File: src/rtl/fpc_pkg.sv
// ---------------------------------------------------------------------------
// fpc_pkg
// Shared types, constants and the CRC-16/CCITT-FALSE byte update.
// ---------------------------------------------------------------------------
package fpc_pkg;

  // Frame layout
  localparam int HEADER_BYTES = 18;
  localparam int CRC_BYTES    = 2;
  localparam int POS_W        = 17;
  localparam int SPAN_W       = POS_W + 1;
  localparam int LEN_W        = 16;
  localparam logic [POS_W-1:0] POS_MAX = '1;

  // CRC-16/CCITT-FALSE
  localparam logic [15:0] CRC_POLY = 16'h1021;
  localparam logic [15:0] CRC_INIT = 16'hFFFF;

  // Configuration register reset values
  localparam logic [7:0]       MAGIC_FIRST_RST  = 8'h00;
  localparam logic [7:0]       MAGIC_SECOND_RST = 8'h00;
  localparam logic [7:0]       VERSION_RST      = 8'h01;
  localparam logic [LEN_W-1:0] MAX_PAYLOAD_RST  = 16'd1024;

  typedef enum logic [1:0] {
    CFG_MAGIC_FIRST  = 2'd0,
    CFG_MAGIC_SECOND = 2'd1,
    CFG_VERSION      = 2'd2,
    CFG_MAX_PAYLOAD  = 2'd3
  } fpc_cfg_idx_e;

  typedef enum logic [2:0] {
    ST_OK       = 3'd0,
    ST_SHORT    = 3'd1,
    ST_MAGIC    = 3'd2,
    ST_VERSION  = 3'd3,
    ST_TOOLONG  = 3'd4,
    ST_LENGTH   = 3'd5,
    ST_CRC      = 3'd6
  } fpc_status_e;

  typedef struct packed {
    logic [7:0]       magic_first;
    logic [7:0]       magic_second;
    logic [7:0]       expected_version;
    logic [LEN_W-1:0] max_payload;
  } fpc_cfg_t;

  typedef struct packed {
    logic [7:0] data_byte;
    logic       end_of_frame;
  } fpc_item_t;

  typedef struct packed {
    logic             kind;
    logic [7:0]       payload_byte;
    fpc_status_e      status;
    logic [7:0]       msg_type;
    logic [7:0]       frame_flags;
    logic [7:0]       reserved_byte;
    logic [31:0]      session_number;
    logic [LEN_W-1:0] chunk_number;
    logic [LEN_W-1:0] chunk_total;
    logic [LEN_W-1:0] payload_size;
  } fpc_result_t;

  // Advance the CRC by one byte, MSB first
  function automatic logic [15:0] crc_byte(logic [15:0] crc, logic [7:0] b);
    logic [15:0] c;
    c = crc ^ {b, 8'h00};
    for (int i = 0; i < 8; i++) begin
      c = c[15] ? ({c[14:0], 1'b0} ^ CRC_POLY) : {c[14:0], 1'b0};
    end
    return c;
  endfunction

endpackage

File: src/rtl/fpc_cfg.sv
// ---------------------------------------------------------------------------
// fpc_cfg
// Configuration registers, written through a plain index/data port.
// ---------------------------------------------------------------------------
module fpc_cfg (
  input  logic             clk_i,
  input  logic             rst_ni,
  input  logic             cfg_we_i,
  input  logic [1:0]       cfg_index_i,
  input  logic [15:0]      cfg_data_i,
  output fpc_pkg::fpc_cfg_t cfg_o
);
  import fpc_pkg::*;

  fpc_cfg_t cfg_q, cfg_d;

  // Decode the register index
  always_comb begin
    cfg_d = cfg_q;
    if (cfg_we_i) begin
      case (fpc_cfg_idx_e'(cfg_index_i))
        CFG_MAGIC_FIRST:  cfg_d.magic_first      = cfg_data_i[7:0];
        CFG_MAGIC_SECOND: cfg_d.magic_second     = cfg_data_i[7:0];
        CFG_VERSION:      cfg_d.expected_version = cfg_data_i[7:0];
        CFG_MAX_PAYLOAD:  cfg_d.max_payload      = cfg_data_i;
        default:          cfg_d = cfg_q;
      endcase
    end
  end

  always_ff @(posedge clk_i or negedge rst_ni) begin
    if (!rst_ni) begin
      cfg_q.magic_first      <= MAGIC_FIRST_RST;
      cfg_q.magic_second     <= MAGIC_SECOND_RST;
      cfg_q.expected_version <= VERSION_RST;
      cfg_q.max_payload      <= MAX_PAYLOAD_RST;
    end else begin
      cfg_q <= cfg_d;
    end
  end

  assign cfg_o = cfg_q;

endmodule

File: src/rtl/fpc_in_stage.sv
// ---------------------------------------------------------------------------
// fpc_in_stage
// Input register: holds one received byte until the parser takes it.
// ---------------------------------------------------------------------------
module fpc_in_stage (
  input  logic               clk_i,
  input  logic               rst_ni,
  input  logic               in_valid_i,
  output logic               in_stall_o,
  input  logic [7:0]         data_byte_i,
  input  logic               end_of_frame_i,
  input  logic               free_i,
  output logic               step_o,
  output fpc_pkg::fpc_item_t item_o
);
  import fpc_pkg::*;

  logic      valid_q, valid_d;
  fpc_item_t item_q;
  logic      load;

  // Hold the byte while the result side is blocked
  assign step_o     = valid_q & free_i;
  assign in_stall_o = valid_q & ~free_i;
  assign load       = in_valid_i & ~in_stall_o;

  always_comb begin
    valid_d = valid_q;
    if (load) begin
      valid_d = 1'b1;
    end else if (step_o) begin
      valid_d = 1'b0;
    end
  end

  always_ff @(posedge clk_i or negedge rst_ni) begin
    if (!rst_ni) begin
      valid_q <= 1'b0;
    end else begin
      valid_q <= valid_d;
    end
  end

  always_ff @(posedge clk_i) begin
    if (load) begin
      item_q.data_byte    <= data_byte_i;
      item_q.end_of_frame <= end_of_frame_i;
    end
  end

  assign item_o = item_q;

endmodule

File: src/rtl/fpc_parse.sv
// ---------------------------------------------------------------------------
// fpc_parse
// Per-frame state: byte position, header capture, CRC and frame status.
// ---------------------------------------------------------------------------
module fpc_parse (
  input  logic                 clk_i,
  input  logic                 rst_ni,
  input  fpc_pkg::fpc_cfg_t    cfg_i,
  input  logic                 step_i,
  input  fpc_pkg::fpc_item_t   item_i,
  output logic                 res_valid_o,
  output fpc_pkg::fpc_result_t res_o
);
  import fpc_pkg::*;

  logic [POS_W-1:0] pos_q, pos_d;
  logic [15:0]      crc_q, crc_d;
  fpc_status_e      herr_q, herr_d;
  logic [7:0]       type_q, type_d;
  logic [7:0]       flags_q, flags_d;
  logic [7:0]       resv_q, resv_d;
  logic [31:0]      sess_q, sess_d;
  logic [LEN_W-1:0] idx_q, idx_d;
  logic [LEN_W-1:0] cnt_q, cnt_d;
  logic [LEN_W-1:0] len_q, len_d;
  logic [15:0]      rcrc_q, rcrc_d;

  logic [7:0]       b;
  logic [SPAN_W-1:0] pos_ext;
  logic [SPAN_W-1:0] body_end;
  logic [SPAN_W-1:0] frame_total;
  logic [POS_W-1:0] count;
  logic             in_body;
  fpc_status_e      status;

  assign b = item_i.data_byte;

  // Capture header bytes and run the checks for this byte
  always_comb begin
    herr_d  = herr_q;
    type_d  = type_q;
    flags_d = flags_q;
    resv_d  = resv_q;
    sess_d  = sess_q;
    idx_d   = idx_q;
    cnt_d   = cnt_q;
    len_d   = len_q;
    case (pos_q)
      17'd0:  if (b != cfg_i.magic_first && herr_q == ST_OK) herr_d = ST_MAGIC;
      17'd1:  if (b != cfg_i.magic_second && herr_q == ST_OK) herr_d = ST_MAGIC;
      17'd2:  if (b != cfg_i.expected_version && herr_q == ST_OK) herr_d = ST_VERSION;
      17'd3:  type_d  = b;
      17'd4:  flags_d = b;
      17'd5:  resv_d  = b;
      17'd6:  sess_d[7:0]   = b;
      17'd7:  sess_d[15:8]  = b;
      17'd8:  sess_d[23:16] = b;
      17'd9:  sess_d[31:24] = b;
      17'd10: idx_d[7:0]    = b;
      17'd11: idx_d[15:8]   = b;
      17'd12: cnt_d[7:0]    = b;
      17'd13: cnt_d[15:8]   = b;
      17'd14: len_d[7:0]    = b;
      17'd15: begin
        len_d[15:8] = b;
        if ({b, len_q[7:0]} > cfg_i.max_payload && herr_q == ST_OK) begin
          herr_d = ST_TOOLONG;
        end
      end
      default: herr_d = herr_q;
    endcase
  end

  // Advance CRC, trailer shift and saturating position
  always_comb begin
    pos_ext     = {1'b0, pos_q};
    body_end    = SPAN_W'(HEADER_BYTES) + {2'b00, len_d};
    frame_total = body_end + SPAN_W'(CRC_BYTES);
    in_body     = (pos_ext >= SPAN_W'(HEADER_BYTES)) && (pos_ext < body_end);
    crc_d       = (pos_ext < body_end) ? crc_byte(crc_q, b) : crc_q;
    rcrc_d      = {b, rcrc_q[15:8]};
    count       = (pos_q == POS_MAX) ? POS_MAX : pos_q + POS_W'(1);
    pos_d       = count;
  end

  // Pick the frame status in check order
  always_comb begin
    if ({1'b0, count} < SPAN_W'(HEADER_BYTES + CRC_BYTES)) begin
      status = ST_SHORT;
    end else if (herr_d != ST_OK) begin
      status = herr_d;
    end else if ({1'b0, count} != frame_total) begin
      status = ST_LENGTH;
    end else if (rcrc_d != crc_d) begin
      status = ST_CRC;
    end else begin
      status = ST_OK;
    end
  end

  // Build the result for this byte
  always_comb begin
    res_o       = '0;
    res_valid_o = 1'b0;
    if (item_i.end_of_frame) begin
      res_valid_o          = step_i;
      res_o.kind           = 1'b1;
      res_o.status         = status;
      res_o.msg_type       = type_d;
      res_o.frame_flags    = flags_d;
      res_o.reserved_byte  = resv_d;
      res_o.session_number = sess_d;
      res_o.chunk_number   = idx_d;
      res_o.chunk_total    = cnt_d;
      res_o.payload_size   = len_d;
    end else begin
      res_valid_o        = step_i && (herr_q == ST_OK) && in_body;
      res_o.payload_byte = b;
    end
  end

  // Update frame state, clear it after the last byte
  always_ff @(posedge clk_i or negedge rst_ni) begin
    if (!rst_ni) begin
      pos_q   <= '0;
      crc_q   <= CRC_INIT;
      herr_q  <= ST_OK;
      type_q  <= '0;
      flags_q <= '0;
      resv_q  <= '0;
      sess_q  <= '0;
      idx_q   <= '0;
      cnt_q   <= '0;
      len_q   <= '0;
      rcrc_q  <= '0;
    end else if (step_i) begin
      if (item_i.end_of_frame) begin
        pos_q   <= '0;
        crc_q   <= CRC_INIT;
        herr_q  <= ST_OK;
        type_q  <= '0;
        flags_q <= '0;
        resv_q  <= '0;
        sess_q  <= '0;
        idx_q   <= '0;
        cnt_q   <= '0;
        len_q   <= '0;
        rcrc_q  <= '0;
      end else begin
        pos_q   <= pos_d;
        crc_q   <= crc_d;
        herr_q  <= herr_d;
        type_q  <= type_d;
        flags_q <= flags_d;
        resv_q  <= resv_d;
        sess_q  <= sess_d;
        idx_q   <= idx_d;
        cnt_q   <= cnt_d;
        len_q   <= len_d;
        rcrc_q  <= rcrc_d;
      end
    end
  end

endmodule

File: src/rtl/fpc_out_stage.sv
// ---------------------------------------------------------------------------
// fpc_out_stage
// Result register: holds a result until the receiver takes it.
// ---------------------------------------------------------------------------
module fpc_out_stage (
  input  logic                 clk_i,
  input  logic                 rst_ni,
  input  logic                 load_i,
  input  fpc_pkg::fpc_result_t res_i,
  output logic                 free_o,
  output logic                 out_valid_o,
  input  logic                 out_stall_i,
  output fpc_pkg::fpc_result_t res_o
);
  import fpc_pkg::*;

  logic        valid_q, valid_d;
  fpc_result_t res_q;

  // Free when empty or when the held result leaves this cycle
  assign free_o = ~valid_q | ~out_stall_i;

  always_comb begin
    valid_d = valid_q;
    if (load_i) begin
      valid_d = 1'b1;
    end else if (!out_stall_i) begin
      valid_d = 1'b0;
    end
  end

  always_ff @(posedge clk_i or negedge rst_ni) begin
    if (!rst_ni) begin
      valid_q <= 1'b0;
    end else begin
      valid_q <= valid_d;
    end
  end

  always_ff @(posedge clk_i) begin
    if (load_i) begin
      res_q <= res_i;
    end
  end

  assign out_valid_o = valid_q;
  assign res_o       = res_q;

endmodule

File: src/rtl/frame_parser_crc16_check_core.sv
// ---------------------------------------------------------------------------
// frame_parser_crc16_check_core
// Frame header parser with CRC-16/CCITT-FALSE check, one byte per cycle unless stalled.
// ---------------------------------------------------------------------------
// Input channel: one frame byte per transaction with an end-of-frame marker.
// Output channel: a forwarded payload byte (kind 0) for each payload byte of
// a frame whose header checked good, and one summary (kind 1) with the header
// fields and a status for the byte that carries end-of-frame.
// A taken byte moves from the input register through the parse logic into the
// result register. Throughput is one byte per cycle while the receiver does
// not stall, and the byte-wide CRC update is combinational.
// Reset clears the frame state, both stage valid flags and the configuration
// registers to their defaults; the first byte afterwards starts a new frame.
// When the receiver stalls, the result is held; at most one more byte is
// taken into the input register and then in_stall_o stays high until the
// result is taken.
// Write configuration only while no frame is in flight.
// ---------------------------------------------------------------------------
module frame_parser_crc16_check_core (
  input  logic        clk_i,
  input  logic        rst_ni,
  // configuration
  input  logic        cfg_we_i,
  input  logic [1:0]  cfg_index_i,
  input  logic [15:0] cfg_data_i,
  // byte input
  input  logic        in_valid_i,
  output logic        in_stall_o,
  input  logic [7:0]  data_byte_i,
  input  logic        end_of_frame_i,
  // result output
  output logic        out_valid_o,
  input  logic        out_stall_i,
  output logic        kind_o,
  output logic [7:0]  payload_byte_o,
  output logic [2:0]  status_o,
  output logic [7:0]  msg_type_o,
  output logic [7:0]  frame_flags_o,
  output logic [7:0]  reserved_byte_o,
  output logic [31:0] session_number_o,
  output logic [15:0] chunk_number_o,
  output logic [15:0] chunk_total_o,
  output logic [15:0] payload_size_o
);
  import fpc_pkg::*;

  fpc_cfg_t    cfg;
  fpc_item_t   item;
  fpc_result_t res_next;
  fpc_result_t res;
  logic        step;
  logic        free;
  logic        res_valid;

  fpc_cfg u_cfg (
    .clk_i       (clk_i),
    .rst_ni      (rst_ni),
    .cfg_we_i    (cfg_we_i),
    .cfg_index_i (cfg_index_i),
    .cfg_data_i  (cfg_data_i),
    .cfg_o       (cfg)
  );

  fpc_in_stage u_in (
    .clk_i          (clk_i),
    .rst_ni         (rst_ni),
    .in_valid_i     (in_valid_i),
    .in_stall_o     (in_stall_o),
    .data_byte_i    (data_byte_i),
    .end_of_frame_i (end_of_frame_i),
    .free_i         (free),
    .step_o         (step),
    .item_o         (item)
  );

  fpc_parse u_parse (
    .clk_i       (clk_i),
    .rst_ni      (rst_ni),
    .cfg_i       (cfg),
    .step_i      (step),
    .item_i      (item),
    .res_valid_o (res_valid),
    .res_o       (res_next)
  );

  fpc_out_stage u_out (
    .clk_i       (clk_i),
    .rst_ni      (rst_ni),
    .load_i      (res_valid),
    .res_i       (res_next),
    .free_o      (free),
    .out_valid_o (out_valid_o),
    .out_stall_i (out_stall_i),
    .res_o       (res)
  );

  // Spread the result onto the output ports
  assign kind_o           = res.kind;
  assign payload_byte_o   = res.payload_byte;
  assign status_o         = res.status;
  assign msg_type_o       = res.msg_type;
  assign frame_flags_o    = res.frame_flags;
  assign reserved_byte_o  = res.reserved_byte;
  assign session_number_o = res.session_number;
  assign chunk_number_o   = res.chunk_number;
  assign chunk_total_o    = res.chunk_total;
  assign payload_size_o   = res.payload_size;

endmodule

File: config.mk
export PLATFORM = sky130hd
export DESIGN_NAME = frame_parser_crc16_check_core
export DESIGN_NICKNAME = d
export VERILOG_FILES = /design/src/rtl/fpc_pkg.sv /design/src/rtl/fpc_cfg.sv /design/src/rtl/fpc_in_stage.sv /design/src/rtl/fpc_parse.sv /design/src/rtl/fpc_out_stage.sv /design/src/rtl/frame_parser_crc16_check_core.sv
export SDC_FILE = /design/constraint.sdc
export NUM_CORES = 1
export LEC_CHECK = 0
export BUFFER_PORTS_ARGS = -buffer_cell sky130_fd_sc_hd__buf_2
export CAP_MARGIN = 30
export CORE_MARGIN = 2
export CORE_UTILIZATION = 40
export DETAILED_ROUTE_END_ITERATION = 10
export SYNTH_ARGS = -nofsm -noshare
export SYNTH_HDL_FRONTEND = slang
export SYNTH_SLANG_ARGS = --single-unit
File: constraint.sdc
create_clock -name clk_i -period 25.9 [get_ports clk_i]
set_clock_uncertainty 0.2 [all_clocks]
set_input_delay 5.18 -clock clk_i [delete_from_list [all_inputs] [get_ports clk_i]]
set_output_delay 5.18 -clock clk_i [all_outputs]
set_load 0.02 [all_outputs]
==> impl_metrics.toml, run 1 <==
[status]
status = "complete, no violations"

[global_route]
overflow = 0
antenna_found_initial = 0
grt_pass1_vias = 13540
grt_pass1_wl_um = 78270
grt_max_degree = 220
grtUsageTotal_pct = 21.34

[critical_path]
cpPeakStageDelay_ps = 150
cp.required_ps = 20520
path_cells = "buf_2 -> nand3_1 -> inv_1 -> buf_2"
cp-start-kind = "input port"
crit_fanout = 3
rr_startpoint = "u_parse.pos_q[0]$_DFFE_PN0P_"
crit_type = "in -> out"
crit_path_top_delay_cell = "buf_2"
startpoint = "out_stall_i"
cp_common_cell = "buf_2"
crit_arrival_ps = 5610
end_kind = "primary output"

[detailed_routing]
routed_via_density = 5.548
wl_um = 50020
num_vias = 14050
dr.first_iter.drc_count = 1222
drc = 0
drtAntennaViolNets = 0
wl_per_cell_um = 19.76
firstDrtPassIters = 5

[finish]
syn2layout_area_growth_pct = 13.60
multi_input_area_mm2 = 0.008676
seqCellArea_mm2 = 0.008531
mostFrequentLayoutCells = "nand2_1, a21boi_0, dfrtp_1"
layout.nets = 1981
drive_gt1_share_pct = 16.39
antenna_cells = 0
layoutNonFillerInstCount = 2532
design_area_mm2 = 0.02034
fill_cells = 4095
final_common_cell = "nand2_1"

[logic_synthesis]
yosysTopAreaCellShare_pct = 24.04
syn-num-nets = 1899
yosys.area.top_type = "dfrtp_1"
synthArstFlopShare_pct = 60.32
synth_edf_count = 125
ys_types = 86
synth.avg_cell_area_um2 = 9.788
synth.ff_latch_count = 315
ys_seq_area_share_pct = 47.65
syn_area_mm2 = 0.01790
synthCells = 1829
synth_warnings = 0
ys.flop_type = "dfrtp_1"
synth_area_leaders = "dfrtp_1, edfxtp_1, a21boi_0"

[timing]
hold_viol = 0
grt_setup_unrepaired = "no"
tightest_slew_ps = 996.5
fin_crit_ps = 10990
whs_ps = 278.2
tns_ps = 0
maxSlewHeadroom_pct = 33.32
final_max_slew_viol_count = 0
fmax_mhz = 91.00
setup_viol = 0
period_share_pct = 42.43

[floorplan]
num_io_pins = 150
die_w_um = 215.6
start_util_pct = 40.48
row_count = 77
fp.coreArea_mm2 = 0.04422
dieArea_mm2 = 0.04646
die_h_um = 215.6

[place]
place_congestion = 0.8906
dp.final_hpwl_um = 32580
dp_cells = 2463
port_buffers = 149
place_area_mm2 = 0.01906

[power_and_ir_drop]
finalPower_mw = 1.719
p_leak_nw = 8.364
vdd_drop_max_uv = 66.03
power_density_mw_per_mm2 = 84.54

[clocking]
cts_tree = "built"
htree_num_levels = 2
cts-root-buf = "clkbuf_16"
clk_pin_slew_ps = 60
postCtsSetupBuffers = 0
cts_resized = 0
cts_hold_buf = 0
cts_sinks = 315
clk_latency_ps = 570
clockBufferDepth = 3
cts_buffers = 37

[worst_hold_path]
min_path_type = "reg -> reg"
min_from = "u_parse.sess_q[15]$_DFFE_PN0P_"

[flow_run]
drv_cap = 0
-- power by group --
part,switching [mW],internal [mW]
Combinational,0.264,0.192
Sequential,0.0667,0.645
Clock,0.219,0.333
-- critical path, delay by kind of cell --
| family | cells | cell delay (ps) |
|---|---|---|
| AND/OR/NAND/NOR | 1 | 110 |
| buffers and inverters | 3 | 320 |
-- flip-flops by register name, summed over array words and instances, names as in the netlist --
name               flops
u_cfg.cfg_o           40
u_in.item_o            9
u_in.valid_q           1
u_out.out_valid_o      1
u_out.res_o          116
u_parse.cnt_q         16
u_parse.crc_q         16
u_parse.flags_q        8
u_parse.herr_q         3
u_parse.idx_q         16
u_parse.len_q         16
u_parse.pos_q         17
u_parse.rcrc_q         8
u_parse.resv_q         8
u_parse.sess_q        32
u_parse.type_q         8
-- per-layer routing --
metal,track usage (%),vias to the layer above,part of all wire (%)
li1,-,6640,-
met1,30.75,6905,47
met2,33.35,435,46
met3,3.199,67,5.6
met4,6.184,0,2.1
met5,0,-,0
-- cell usage after synthesis (5+ instances only) --
cell type  count
a21boi_0     183
and2_1        14
a21o_1        12
and3_1        19
a31oi_1       12
ha_1          38
a21oi_1       52
xnor2_1       81
edfxtp_1     125
buf_1         11
dfstp_2       18
o21a_1         5
buf_2         12
nor3_1        17
nor2_1        71
mux2_2        47
inv_1         48
dfrtp_1      172
and4_1        10
nor2b_1       20
nand3_1       30
clkbuf_1      99
or3_1          7
mux2i_1       29
nor4_1        14
nand2b_1      15
a22o_1         8
o211ai_1       6
nand2_1      354
xor2_1        20
o22a_1         8
o21ai_0      136
nand4_1       33
nand3b_1       6
-- cell type report --
cell class                      count  area share, %
Sequential cell                   315          41.95
Inverter                           48         0.8859
Clock buffer                       47          4.842
Tap cell                          592          3.642
Multi-Input combinational cell   1337          42.66
Clock inverter                     21          1.427
Timing Repair Buffer              172          4.596
-- through the flow --
stage | utilization, % | setup slack (ps)
6_report | 45.99 | 14910
5_1_grt | 45.99 | 14860
2_1_floorplan | - | 14420
3_5_place_dp | 43.09 | 14910
4_1_cts | 45.98 | 14910
3_3_place_gp | 43.07 | 14910
-- kinds of logic (layout without fill, tap and decap cells) --
family,after synthesis,in the layout,share of synthesized area [%]
DFF,315,315,47.65
AOI/OAI and AO/OA,467,467,17.29
and+or+nand+nor,640,640,17.08
xor gates and xnor gates,115,115,6.696
buffers and inverters,177,288,3.970
adders and majority gates,38,38,2.656
muxes,77,77,4.655
-- final timing paths --
check	to	slack (ps)	depth (start not counted)
worst max register to register	u_out.res_o[38]$_SDFFCE_PN0P_	17080	23
worst max-delay path	in_stall_o	14910	4
min in group asynchronous	u_parse.rcrc_q[13]$_DFFE_PN0P_	4430	1
worst min-delay path	u_parse.sess_q[15]$_DFFE_PN0P_	280	2
worst min register to register	u_parse.sess_q[15]$_DFFE_PN0P_	280	2
max in group asynchronous	u_parse.type_q[5]$_DFFE_PN0P_	18960	3
Note: power is estimated with default switching activity, not from simulation.
==> run 2: changes to the inputs <==
==> constraint.sdc (replaced) <==
create_clock -name clk_i -period 9.7 [get_ports clk_i]
set_clock_uncertainty 0.2 [all_clocks]
set_input_delay 1.94 -clock clk_i [delete_from_list [all_inputs] [get_ports clk_i]]
set_output_delay 1.94 -clock clk_i [all_outputs]
set_load 0.02 [all_outputs]
==> run 2 against run 1 <==
Routed wire length increased by 1.6%. Critical path depth increased by 18. Final cell count about the same. Flip-flop and latch count unchanged. Power increased to 2.6 times the previous value. Sequential share of layout area about the same. Setup slack got worse by 13000 ps. Combinational power increased to 2.7 times the previous value. Via count about the same. Clock power increased to 2.6 times the previous value. First-iteration DRC count increased by 2.7%. Non-clock buffer count decreased by 2. Critical path type is now reg -> reg. Largest cell class unchanged.
==> impl_metrics.toml, run 2 (synthesis gave the netlist of run 1 again) <==
[clocking]
clk_pin_slew_ps = 60
htree_num_levels = 2
clockBufferDepth = 3
cts_resized = 0
cts_buffers = 37
postCtsSetupBuffers = 0
cts_tree = "built"
cts_sinks = 315
clk_latency_ps = 560
cts-root-buf = "clkbuf_16"
cts_hold_buf = 0

[timing]
hold_viol = 0
tns_ps = 0
maxSlewHeadroom_pct = 35.25
period_share_pct = 82.09
tightest_slew_ps = 962.3
setup_ws_ps = 1737
final_max_slew_viol_count = 0
setup_viol = 0
fin_crit_ps = 7963
fmax_mhz = 125.6
grt_setup_unrepaired = "no"

[critical_path]
rr_startpoint = "u_parse.pos_q[0]$_DFFE_PN0P_"
r2r_cells = 22
crit_type = "reg -> reg"
crit_arrival_ps = 7950
crit_path_top_delay_cell = "a41oi_2"
path_cells = "inv_1 -> ha_1 -> and4b_1 -> nand4_4 -> mux2i_1 -> inv_1 -> ha_1 -> a21oi_1 -> nor2_1 -> mux2i_1 -> or2_2 -> xnor2_1 -> ha_1 -> and4_1 -> a31o_2 -> a221o_1 -> a41oi_2 -> nor2_1 -> nor2_1 -> a31oi_1 -> nor2_4 -> buf_12"
cp.required_ps = 9690
rrSetupSlack_ps = 1740
cpPeakStageDelay_ps = 720
r2r_end = "u_out.res_o[4]$_SDFFCE_PN0P_"
cp_num_buf_inv = 3
cp-start-kind = "register"
crit_fanout = 92
end_kind = "register"
critPathTopFamily = "simple AND/OR/NAND/NOR gates"

[floorplan]
start_util_pct = 40.48
fp.coreArea_mm2 = 0.04422
row_count = 77
num_io_pins = 150
die_h_um = 215.6
die_w_um = 215.6
dieArea_mm2 = 0.04646

[power_and_ir_drop]
power_density_mw_per_mm2 = 224.2
vdd_drop_max_uv = 136.7
p_leak_nw = 8.353

[finish]
mostFrequentLayoutCells = "nand2_1, a21boi_0, dfrtp_1"
final_common_cell = "nand2_1"
largest_reg_flops = 116
syn2layout_area_growth_pct = 13.50
layout.nets = 1979
drive_gt1_share_pct = 16.36
antenna_cells = 0

[place]
place_ws_ps = 1886
port_buffers = 149
place_congestion = 0.8631
dp.final_hpwl_um = 33490

[detailed_routing]
wl_per_cell_um = 20.09
num_vias = 14040
drtAntennaViolNets = 0
routed_via_density = 5.549
dr.first_iter.drc_count = 1255
firstDrtPassIters = 7
wl_um = 50840
drc = 0

[global_route]
met2_usage_pct = 34.11
antenna_found_initial = 0
grtUsageTotal_pct = 21.83
grt_pass1_vias = 13630
grt_max_degree = 221
met3_usage_pct = 3.636
grt-busiest-layer = "met2"
overflow = 0
grt_pass1_wl_um = 79580
met1_usage_pct = 31.00

[worst_hold_path]
min_from = "u_parse.sess_q[18]$_DFFE_PN0P_"
min_to = "u_parse.sess_q[18]$_DFFE_PN0P_"
min_path_cells = 2
min_path_type = "reg -> reg"

[flow_run]
drv_cap = 0

[status]
status = "complete, no violations"
==> run 2: cell count changes in the layout (fill, tap and decap cells not counted) <==
cell,change
clkinv_2,-1
clkinv_1,-5
buf_6,+2
clkbuf_2,-1
bufinv_16,-4
inv_16,-1
clkbuf_8,+7
clkinv_8,+1
clkinvlp_4,-1
clkbuf_1,+4
buf_16,+1
buf_12,+1
buf_4,-4
clkinv_4,-1
==> run 2: how the worst max path moves through the flow <==
| stage | slack (ps) | cells after the start | startpoint | endpoint |
|---|---|---|---|---|
| finish | 1740 | 22 | u_parse.pos_q[0]$_DFFE_PN0P_ | u_out.res_o[4]$_SDFFCE_PN0P_ |
| floorplan | 1080 | 25 | u_parse.pos_q[0]$_DFFE_PN0P_ | u_out.res_o[0]$_SDFFCE_PN0P_ |
| global placement | 2130 | 22 | u_parse.pos_q[0]$_DFFE_PN0P_ | u_out.res_o[59]$_SDFFCE_PN0P_ |
| global route | 1200 | 22 | u_parse.pos_q[0]$_DFFE_PN0P_ | u_out.res_o[29]$_SDFFCE_PN0P_ |
| detailed placement | 1890 | 22 | u_parse.pos_q[0]$_DFFE_PN0P_ | u_out.res_o[27]$_SDFFCE_PN0P_ |
| CTS | 1860 | 22 | u_parse.pos_q[0]$_DFFE_PN0P_ | u_out.res_o[97]$_SDFFCE_PN0P_ |
==> run 2: report_power, final <==
group          total [mW]  internal [mW]  leakage [nW]  switching [mW]
combinational        1.23          0.516          4.14           0.717
sequential           1.91           1.72          3.62           0.189
clock                1.41          0.843         0.596           0.568
total                4.56           3.08          8.35            1.47
==> run 2: tightest hold or removal path, cell delays in order (launching register included) <==
cell and delay, ps:
dfrtp_1 340, nand2_1 40, o21ai_0 60
==> run 2: per-layer routing <==
metal	routed length (um)	part of all wire (%)	vias up
met4	1409	2.8	0
met5	0	0	-
li1	-	-	6619
met3	2908	5.7	83
met2	23380	46	438
met1	23140	46	6900
==> run 2: stage by stage <==
stage / utilization, % / instance area [um2] / total power, mW / hold slack [ps] / instances
after global routing: 45.95 / 20320 / 4.820 / 309.9 / 2530
after floorplan: - / 17900 / 2.806 / 249.2 / 1829
after CTS: 45.89 / 20290 / 4.590 / 282.7 / 2529
final: 45.95 / 20320 / 4.556 / 277.2 / 2530
after detailed placement: 43.09 / 19060 / 3.159 / 270.1 / 2461
after global placement: 43.04 / 19030 / 3.116 / 261.0 / 2458
==> run 2: final cells by class <==
class | instances | area, um2
Clock buffer | 59 | 1110
Clock inverter | 9 | 126.4
Fill cell | 4139 | 23900
Inverter | 48 | 180.2
Multi-Input combinational cell | 1337 | 8676
Sequential cell | 315 | 8531
Tap cell | 592 | 740.7
Timing Repair Buffer | 170 | 955.9
